==> config.mk <==
export PLATFORM = sky130hd
export DESIGN_NAME = cdh_ram
export DESIGN_NICKNAME = d
export VERILOG_FILES = /design/src/hdl/assert_macros.svh /design/src/hdl/cdh_ram.sv
export SDC_FILE = /design/constraint.sdc
export NUM_CORES = 1
export LEC_CHECK = 0
export ABC_AREA = 1
export BUFFER_PORTS_ARGS = -buffer_cell sky130_fd_sc_hd__buf_2
export CELL_PAD_IN_SITES_DETAIL_PLACEMENT = 0
export CELL_PAD_IN_SITES_GLOBAL_PLACEMENT = 2
export CORE_MARGIN = 10
export CORE_UTILIZATION = 43
export DETAILED_ROUTE_END_ITERATION = 6
export HOLD_SLACK_MARGIN = 0.02
export PLACE_DENSITY = 0.84
export SYNTH_ARGS = -nofsm -noshare
export SYNTH_HDL_FRONTEND = slang
export SYNTH_SLANG_ARGS = --single-unit
==> constraint.sdc <==
create_clock -name clk_i -period 2.3 [get_ports clk_i]
set_clock_uncertainty 0.2 [all_clocks]
set_input_delay 0.23 -clock clk_i [delete_from_list [all_inputs] [get_ports clk_i]]
set_output_delay 0.23 -clock clk_i [all_outputs]
set_load 0.02 [all_outputs]
==> src/hdl/assert_macros.svh <==
// Assertion macros shared by the RTL
`ifndef ASSERT_MACROS_SVH
`define ASSERT_MACROS_SVH
// Implication checked on every clock edge outside reset
`define ASSERT_IMP(label, clk, rstn, ante, cons) \
  label: assert property (@(posedge clk) disable iff (!rstn) (ante) |-> (cons)) \
    else $error("assertion failed");
// Next-cycle implication
`define ASSERT_NEXT(label, clk, rstn, ante, cons) \
  label: assert property (@(posedge clk) disable iff (!rstn) (ante) |=> (cons)) \
    else $error("assertion failed");
`endif

==> src/hdl/cdh_ram.sv <==
// ----------------------------------------------------------------------------
// cdh_ram
// Generic single-port write, single-port read RAM with registered read.
// ----------------------------------------------------------------------------
`timescale 1ns / 1ps
module cdh_ram #(
  parameter int unsigned Width = 8,
  parameter int unsigned Depth = 16
) (
  input  logic                     clk_i,
  input  logic                     we_i,
  input  logic [$clog2(Depth)-1:0] waddr_i,
  input  logic [Width-1:0]         wdata_i,
  input  logic [$clog2(Depth)-1:0] raddr_i,
  output logic [Width-1:0]         rdata_o
);
  logic [Width-1:0] mem_q [Depth];
  always_ff @(posedge clk_i) begin
    if (we_i) begin
      mem_q[waddr_i] <= wdata_i;
    end
    rdata_o <= mem_q[raddr_i];
  end
endmodule

==> impl_results.md <==
- GRT Resource Usage Total: 0.162
- CP max stage delay: 0.69 ns
- Post-CTS clock slew at the launch and capture registers of the worst setup and hold paths: 0.06 ns
- Skew-Pair Late Insertion Delay: 0.41 ns
- Worst Reg-to-Reg Cells: 6
- Endpoints failing hold: 0
- Critical path, cell by cell: buf_2 > nand3b_1 > nor2_1
- Initial cell density of the core: 0.437
- Diode insertion count for antenna repair: 0
- Cell area after synthesis: 5770 um2
- FF-to-FF Start: mem_q[13][7]
- Number of vias after detailed routing: 3,727
- First DRT Iteration DRCs: 284
- Critical Path RT: 2.14 ns
- Worst min-delay path startpoint: wdata_i[2]
- Number of clock buffers inserted by TritonCTS: 17
- Sinks on Clock Net: 136
- Clk Tree Root Cell: sky130_fd_sc_hd__clkbuf_16
- Number of I/O port buffers: 25
- Ys Warns: 0
- Master of the slowest instance on the critical path: sky130_fd_sc_hd__nor2_1
- Area delta synth->final: 15.5%
- Total power per unit cell area: 875 nW/um2
- Family with the most delay on the worst path: simple AND/OR/NAND/NOR gates
- DP Area: 6060 um2
- Avg Inst Size Synth: 10.5 um2
- Placeable core region: 13,200 um2
- CTS tree: yes
- Transition time of the tightest slew-check pin: 0.896 ns
- Highest clock rate: 685 MHz
- Final non-filler cell area: 6660 um2
- Number of standard-cell rows in the floorplan: 42
- Non-filler cells, final: 773
- Slew Limit Headroom: 0.400
- Cts hold-fix bufs: 1
- Netlist cell types: 12
- Leakage Power: 2.88 nW
- Crit-path max FO: 8
- Routability-driven placement congestion ratio: 0.827
- Register-to-Register Setup Slack: 1.05 ns
- Initial antenna violation count: 0
- CP Launch Type: primary input
- Share of final-layout standard cells stronger than drive strength 1: 0.114
- DRT antenna net count: 0
- Setup Viol. Count Final: 0
- Run status: complete, no violations
- Kind of path behind the tightest hold check: in2reg
- Detail-routed via count per cell: 4.82
- Fin nets: 602
- Worst IR drop on VDD: 0.429 mV
- Final routed DRC violation total: 0
- Chip Height: 136 um
- Hold Path Depth: 1
- Post-synthesis cell count: 551
- Clock period minus worst slack: 1.46 ns
- Largest buffer count on any clock path: 2
- Worst reg2reg endpoint: rdata_o[7]
- Unrepaired setup endpoints after global routing: false
- Setup Fix Bufs, Post-CTS: 0
- Number of max-capacitance violations reported: 0
- Final Cycle Share: 0.635
- TritonRoute pass-1 iters: 4
- Post-detailed-route wirelength per cell: 17.9 um
- Setup total negative slack: 0 ns
- I/O pin total: 26
- Sequential area share after synthesis: 0.694
- Worst Hold Endpoint: mem_q[11][2]
- H-Tree Level Count: 4
- Vias in the first global route: 3,846
- Total Power Consumption: 5.83 mW
- Register bit count reported by yosys: 136
- Global route overflow: 0
- Net count of the mapped netlist: 569
- Number of cells upsized or downsized after cts: 0
- Chip width: 136 um
- Wire length of the first global-routing pass: 21,900 um
- Number of cells in the design after placement: 740
- Detailed Place HPWL: 8870 um
- Nature of the critical path endpoint: flip-flop
- Critical path type: in2reg
- Pin count of the biggest net entering global routing: 65
- Worst EP arrival: 1.30 ns
- Buffers and inverters on the worst path: 1
- Fillers: 1,188
- Post-Route WL: 13,800 um
- Number of pins exceeding their max-slew limit in the final report: 0
- Die Outline Area: 18,400 um2
[synthesized netlist by cell type]
master / number / area share
sky130_fd_sc_hd__dfxtp_1: 8 / 0.028
sky130_fd_sc_hd__inv_2: 2 / 0.0013
sky130_fd_sc_hd__nand2_1: 173 / 0.11
sky130_fd_sc_hd__inv_1: 100 / 0.065
sky130_fd_sc_hd__nand3b_1: 2 / 0.0026
sky130_fd_sc_hd__buf_1: 1 / 0.00065
sky130_fd_sc_hd__buf_4: 4 / 0.0052
sky130_fd_sc_hd__buf_6: 6 / 0.012
sky130_fd_sc_hd__edfxtp_1: 128 / 0.67
sky130_fd_sc_hd__buf_2: 13 / 0.011
sky130_fd_sc_hd__nor2_1: 17 / 0.011
sky130_fd_sc_hd__nand3_1: 97 / 0.084
[metal layers]
| layer | track usage | up-vias | share of wire |
|---|---|---|---|
| met2 | 0.263 | 80 | 0.50 |
| met5 | 0 | - | 0 |
| met3 | 0.0434 | 10 | 0.044 |
| met4 | 0.0592 | 0 | 0.015 |
| li1 | - | 1843 | - |
| met1 | 0.203 | 1794 | 0.44 |
[how the worst max path moves through the flow]
stage	from	to	slack (ns)	cells past startpoint
6_report	waddr_i[2]	mem_q[10][6]	0.84	3
5_1_grt	waddr_i[2]	mem_q[10][2]	0.80	3
4_1_cts	rdata_o[0]	rdata_o[0]	0.85	1
3_5_place_dp	we_i	mem_q[15][7]	0.44	3
3_3_place_gp	waddr_i[2]	mem_q[9][5]	0.49	3
2_1_floorplan	waddr_i[2]	mem_q[10][0]	0.92	2
[registers in the layout (all words and copies together) (netlist names)]
name	flops
rdata_o	8
mem_q	128
[metrics by stage]
| step | hold slack (ns) | worst slack, ns | util |
|---|---|---|---|
| after floorplan | 0.129 | 0.919 | - |
| after global placement | 0.400 | 0.489 | 0.459 |
| after global routing | 0.0424 | 0.805 | 0.505 |
| after detailed placement | 0.400 | 0.436 | 0.459 |
| after CTS | 0.0381 | 0.850 | 0.505 |
| final | 0.0376 | 0.840 | 0.505 |
[worst register-to-register path: cells and delay by family, from the launching register on]
| kind | cells | cell delay (ns) |
|---|---|---|
| flops | 1 | 0.36 |
| simple gates | 5 | 0.53 |
| buf+inv | 1 | 0.06 |
[cell usage in the layout, fill, tap and decap left out, drive strengths merged]
| cell type | count |
|---|---|
| nand2 | 173 |
| edfxtp | 128 |
| inv | 102 |
| nand3 | 97 |
| buf | 37 |
| clkbuf | 20 |
| nor2 | 17 |
| dfxtp | 8 |
| clkinv | 8 |
| bufinv | 3 |
| nand3b | 2 |
| clkinvlp | 1 |
| dlygate4sd3 | 1 |
[area by class of cell]
cell class / instances / area (um2) / share of cell area
repair buffers: 38 / 250 / 0.0376
multi-input cells: 289 / 1210 / 0.182
inverters: 102 / 383 / 0.0575
flip-flops and latches: 136 / 4000 / 0.601
well taps: 176 / 220 / 0.0331
clock inverters: 12 / 153 / 0.0229
clock buffers: 20 / 437 / 0.0656
[report_power, final]
part           internal, mW  leakage, nW  switching, mW
logic                0.0995         1.37          0.262
registers              2.77         1.22         0.0228
clock network          1.70        0.288          0.973
total                  4.57         2.88           1.26
[cell families (layout without fill, tap and decap cells)]
| group | count (synthesis) | count (layout) | synth area share |
|---|---|---|---|
| AND/OR/NAND/NOR | 289 | 289 | 0.210 |
| flip-flops | 136 | 136 | 0.694 |
| buffers and inverters | 126 | 172 | 0.0952 |
(Power assumes the default switching activity.)
