## src/hdl/assert_macros.svh

```systemverilog
// Assertion macros shared by the RTL
`ifndef ASSERT_MACROS_SVH
`define ASSERT_MACROS_SVH
// Implication checked on every clock edge outside reset
`define ASSERT_IMP(label, clk, rstn, ante, cons) \
  label: assert property (@(posedge clk) disable iff (!rstn) (ante) |-> (cons)) \
    else $error("assertion failed");
// Next-cycle implication
`define ASSERT_NEXT(label, clk, rstn, ante, cons) \
  label: assert property (@(posedge clk) disable iff (!rstn) (ante) |=> (cons)) \
    else $error("assertion failed");
`endif

```

## src/hdl/cdh_pkg.sv

```systemverilog
// ----------------------------------------------------------------------------
// cdh_pkg
// Shared constants and codes of the cube deduplication table.
// ----------------------------------------------------------------------------
`timescale 1ns / 1ps
package cdh_pkg;
  localparam int unsigned TableSlots  = 1024;
  localparam int unsigned MaxEntries  = 512;
  localparam int unsigned OutputCount = 64;
  localparam int unsigned SlotW  = $clog2(TableSlots);
  localparam int unsigned IdW    = $clog2(MaxEntries);
  localparam int unsigned CntW   = IdW + 1;
  localparam int unsigned OwnW   = 6;
  localparam int unsigned OcntW  = 7;
  localparam int unsigned MinCapacity = 8;
  localparam logic [63:0] FnvBasis = 64'd1469598103934665603;
  localparam logic [63:0] FnvPrime = 64'd1099511628211;
  localparam logic [1:0] StFound    = 2'd0;
  localparam logic [1:0] StInserted = 2'd1;
  localparam logic [1:0] StFull     = 2'd2;
  localparam logic [1:0] StCleared  = 2'd3;
  // Slot word: valid bit over id
  localparam int unsigned SlotEntW = IdW + 1;
  // Entry word: pos1,pos0,val1,val0
  localparam int unsigned EntW = 256;
  // Owner word: count over last owner
  localparam int unsigned OwnEntW = OcntW + OwnW;
endpackage

```

## src/hdl/cdh_hash.sv

```systemverilog
// ----------------------------------------------------------------------------
// cdh_hash
// Iterative FNV-1a-style unit (FNV prime, non-standard basis): one xor and
// one 64-bit multiply per step, the multiply split into 32x32 partial products.
// ----------------------------------------------------------------------------
`timescale 1ns / 1ps
module cdh_hash import cdh_pkg::*; (
  input  logic        clk_i,
  input  logic        rst_ni,
  input  logic        start_i,
  input  logic [2:0]  steps_i,   // 2 or 4 xor-multiply steps
  input  logic [63:0] w0_i,
  input  logic [63:0] w1_i,
  input  logic [63:0] w2_i,
  input  logic [63:0] w3_i,
  output logic        done_o,
  output logic [63:0] hash_o
);
  logic [63:0] h_q, h_d, x_q, x_d, acc_q, acc_d;
  logic [2:0]  step_q, step_d;
  logic [1:0]  ph_q, ph_d;
  logic        run_q, run_d;
  logic [63:0] word;
  logic [31:0] a_part, b_part;
  logic [63:0] prod;

  always_comb begin
    case (step_q[1:0])
      2'd0: word = w0_i;
      2'd1: word = w1_i;
      2'd2: word = w2_i;
      default: word = w3_i;
    endcase
  end

  // Partial product selection: lo*lo, lo*hi, hi*lo (hi*hi drops out mod 2^64)
  always_comb begin
    case (ph_q)
      2'd1: begin a_part = x_q[31:0];  b_part = FnvPrime[31:0];  end
      2'd2: begin a_part = x_q[31:0];  b_part = FnvPrime[63:32]; end
      default: begin a_part = x_q[63:32]; b_part = FnvPrime[31:0]; end
    endcase
    prod = 64'(a_part) * 64'(b_part);
  end

  always_comb begin
    h_d = h_q; x_d = x_q; acc_d = acc_q; step_d = step_q; ph_d = ph_q;
    run_d = run_q; done_o = 1'b0;
    if (start_i) begin
      h_d = FnvBasis; step_d = '0; ph_d = 2'd0; run_d = 1'b1;
    end else if (run_q) begin
      case (ph_q)
        2'd0: begin x_d = h_q ^ word; acc_d = '0; ph_d = 2'd1; end
        2'd1: begin acc_d = prod; ph_d = 2'd2; end
        2'd2: begin acc_d = acc_q + {prod[31:0], 32'd0}; ph_d = 2'd3; end
        default: begin
          h_d = acc_q + {prod[31:0], 32'd0};
          ph_d = 2'd0;
          step_d = step_q + 3'd1;
          if (step_q + 3'd1 == steps_i) begin
            run_d = 1'b0;
            done_o = 1'b1;
          end
        end
      endcase
    end
  end

  assign hash_o = h_d;

  always_ff @(posedge clk_i or negedge rst_ni) begin
    if (!rst_ni) begin
      run_q <= 1'b0; step_q <= '0; ph_q <= '0;
    end else begin
      run_q <= run_d; step_q <= step_d; ph_q <= ph_d;
    end
  end
  always_ff @(posedge clk_i) begin
    h_q <= h_d; x_q <= x_d; acc_q <= acc_d;
  end
endmodule

```

## config.mk

```make
export PLATFORM = sky130hd
export DESIGN_NAME = cdh_hash
export DESIGN_NICKNAME = d
export VERILOG_FILES = /design/src/hdl/assert_macros.svh /design/src/hdl/cdh_pkg.sv /design/src/hdl/cdh_hash.sv
export SDC_FILE = /design/constraint.sdc
export NUM_CORES = 1
export LEC_CHECK = 0
export ABC_AREA = 1
export BUFFER_PORTS_ARGS = -buffer_cell sky130_fd_sc_hd__buf_2
export CAP_MARGIN = 20
export CORE_MARGIN = 1.5
export CORE_UTILIZATION = 50
export DETAILED_ROUTE_END_ITERATION = 8
export GPL_ROUTABILITY_DRIVEN = 0
export PLACE_DENSITY = 0.7
export SYNTH_ARGS = -nofsm -noshare
export SYNTH_HDL_FRONTEND = slang
export SYNTH_SLANG_ARGS = --single-unit
```

## constraint.sdc

```tcl
create_clock -name clk_i -period 20.4 [get_ports clk_i]
set_input_delay 6.12 -clock clk_i [delete_from_list [all_inputs] [get_ports clk_i]]
set_output_delay 6.12 -clock clk_i [all_outputs]
set_load 0.1 [all_outputs]
```

==> impl_metrics.py <==
metrics = {
    "status": {
        "run_status": "complete, no violations",
    },
    "sta": {
        "slew_viol_final": 0,
        "skew_ns": 0.0174,
        "tns_ns": 0,
        "hold_violations": 0,
        "worst_pin_slew_ns": 0.968,
        "slew_headroom": 0.354,
        "min_period_ns": 14.97,
        "rsz0062_at_grt": "no",
        "fmax_mhz": 66.8,
        "setup_viol": 0,
        "fin_crit_sh": 0.734,
    },
    "cts": {
        "hold_buffers": 0,
        "cts_setup_buffers": 0,
        "postCtsResizedCells": 0,
        "root_buffer": "clkbuf_16",
        "htreeDepth": 4,
        "path_clk_slew_ns": 0.07,
        "cts_tree": "yes",
        "clock_sinks": 198,
        "clk_path_buf_depth": 2,
        "clock_latency_ns": 0.47,
        "numCtsBuffers": 17,
    },
    "worst_hold_path": {
        "hp-start": "h_q[13]$_DFF_P_",
        "min_path_type": "flip-flop to flip-flop",
        "hold_depth": 2,
        "min_to": "h_q[13]$_DFF_P_",
    },
    "routing": {
        "via_count": 17400,
        "drt_pass1_iterations": 8,
        "totalWireLength_microns": 58900,
        "drt-vias-per-instance": 5.50,
        "wire_per_inst_microns": 18.7,
        "drtIter0Drc": 1654,
        "drc": 0,
        "drtAntennaViolNets": 0,
    },
    "placement": {
        "dp.final_hpwl_microns": 48900,
        "dpl_cell_area_sq_um": 20500,
        "place.port_buffers": 326,
    },
    "setup_path": {
        "rr_worst_depth": 32,
        "crit_required_ns": 14.28,
        "critPathArrivalTime_ns": 8.85,
        "slowest_delay_ns": 0.56,
        "cp_slowest_cell": "fa_1",
        "rr_startpoint": "ph_q[1]$_DFFE_PN0N_",
        "cpMostUsedCell": "nand2_1",
        "startpoint_type": "flip-flop",
        "reg2reg_to": "h_q[58]$_DFF_P_",
        "reg2reg_slack_ns": 12.40,
        "worst-setup-path-type": "flip-flop to output pin",
        "critPathMaxFanout": 35,
        "end_kind": "output pin",
    },
    "global_routing": {
        "grt_first_pass_wirelength_microns": 91100,
        "grt_pass1_vias": 16800,
        "antenna_found_initial": 3,
        "grt_start_max_net_pins": 78,
        "track_usage": 0.312,
        "grt-ovfl-total": 0,
    },
    "layout": {
        "nets": 3217,
        "layout-drive-gt1-share": 0.157,
        "design_area_sq_um": 21100,
        "synthToLayoutAreaGrowth_pct": 14.5,
        "layout_common_cells": "501 x nand2_1, 452 x inv_1, 326 x buf_2",
        "layout_commonest_cell": "nand2_1",
        "n_fill_cell": 3383,
        "fin_util": 0.579,
    },
    "synth": {
        "synth_cell_type_count": 51,
        "ys_ff_latch": 198,
        "syn_inst": 2385,
        "syn_area_sq_um": 18500,
        "postSynthAreaPerCell_sq_um": 7.74,
        "synth_nets": 2928,
        "synth.yosys.warnings": 0,
        "ys_seq_area_frac": 0.286,
        "async_flop_share": 0.0303,
        "synth_edf_count": 128,
        "synth-main-ff-cell": "edfxtp_1",
    },
    "die": {
        "dieArea_sq_um": 38100,
        "io_pins": 327,
        "fp.dieH_microns": 195,
        "core_sq_um": 36500,
        "std_cell_rows": 70,
        "fp.dieW_microns": 195,
        "start_util": 0.506,
    },
    "job": {
        "max_cap_viol_count": 0,
    },
}
[critical path, delay by kind of cell, from the launching register on]
| kind | cells | cell delay, ns |
|---|---|---|
| DFF | 1 | 0.41 |
| AOI/OAI and AO/OA | 6 | 1.54 |
| and+or+nand+nor | 11 | 1.55 |
| xor gates and xnor gates | 1 | 0.35 |
| adders and majority gates | 7 | 3.07 |
| buffers and inverters | 8 | 1.44 |
[Yosys cell counts, types with 4 or more instances]
master,number,area (sq um)
nand2_1,502,1880
inv_1,453,1700
a21oi_1,214,1070
ha_1,165,2060
nor2_1,154,578
o21ai_0,138,691
edfxtp_1,128,3840
fa_1,116,2320
nand3_1,112,561
xor2_1,86,753
dfxtp_1,64,1280
clkbuf_1,61,229
o211ai_1,27,203
xnor2_1,22,193
nor3_1,20,100
a21o_1,11,82.6
nand2_2,11,68.8
buf_1,9,33.8
nand4_1,9,56.3
dfrtp_1,6,150
o21a_1,6,45.0
o21ai_1,6,30.0
a21oi_2,5,43.8
nor2_2,5,31.3
a21boi_0,4,30.0
a31oi_1,4,25.0
nand3b_1,4,30.0
nor4_1,4,25.0
o21ai_2,4,35.0
o21bai_1,4,30.0
[flip-flops by register name, summed over array words and instances (netlist names)]
signal and cells:
acc_q 64, run_q 1, h_q 64, x_q 64
ph_q 2, step_q 3
[per-stage QoR]
step / std cells / hold slack (ns) / setup slack, ns
after floorplan: 2385 / 0.525 / 6.00
after global placement: 3122 / 0.473 / 6.00
after detailed placement: 3122 / 0.484 / 5.91
after CTS: 3154 / 0.493 / 5.33
after global routing: 3156 / 0.516 / 5.02
final: 3157 / 0.491 / 5.43
[area by class of cell]
type,count,area (sq um),share of cell area
multi-input combinational,1658,11200,0.531
inverter,458,1720,0.0813
antenna,2,5.00,0.000237
clock inverter,13,136,0.00645
timing repair buffer,341,1760,0.0834
sequential,198,5280,0.249
clock buffer,19,433,0.0205
tap,468,586,0.0277
[worst max-delay path by stage]
| stage | start | to | slack (ns) | depth (start not counted) |
|---|---|---|---|---|
| after floorplan | start_i | hash_o[27] | 6.00 | 5 |
| after global placement | ph_q[1]$_DFFE_PN0N_ | hash_o[58] | 6.00 | 34 |
| after detailed placement | ph_q[1]$_DFFE_PN0N_ | hash_o[58] | 5.91 | 34 |
| after CTS | ph_q[1]$_DFFE_PN0N_ | hash_o[58] | 5.33 | 34 |
| after global routing | ph_q[1]$_DFFE_PN0N_ | hash_o[58] | 5.02 | 34 |
| final | ph_q[1]$_DFFE_PN0N_ | hash_o[58] | 5.43 | 33 |
[layer usage]
metal | vias up | routed length, microns | global-route usage
li1 | 8210 | - | -
met1 | 8079 | 23800 | 0.399
met2 | 885 | 27000 | 0.506
met3 | 185 | 4550 | 0.0546
met4 | 0 | 3520 | 0.167
met5 | - | 0 | 0
[kinds of logic after synthesis]
group,after synthesis,share of synthesized area
buffers and inverters,529,0.108
and+or+nand+nor,829,0.184
xor gates and xnor gates,110,0.0530
adders and majority gates,281,0.238
DFF,198,0.286
AOI/OAI and AO/OA,438,0.132
Power is not shown: default switching activity piles up to over one toggle a cycle in this logic, so the estimate is an artifact.
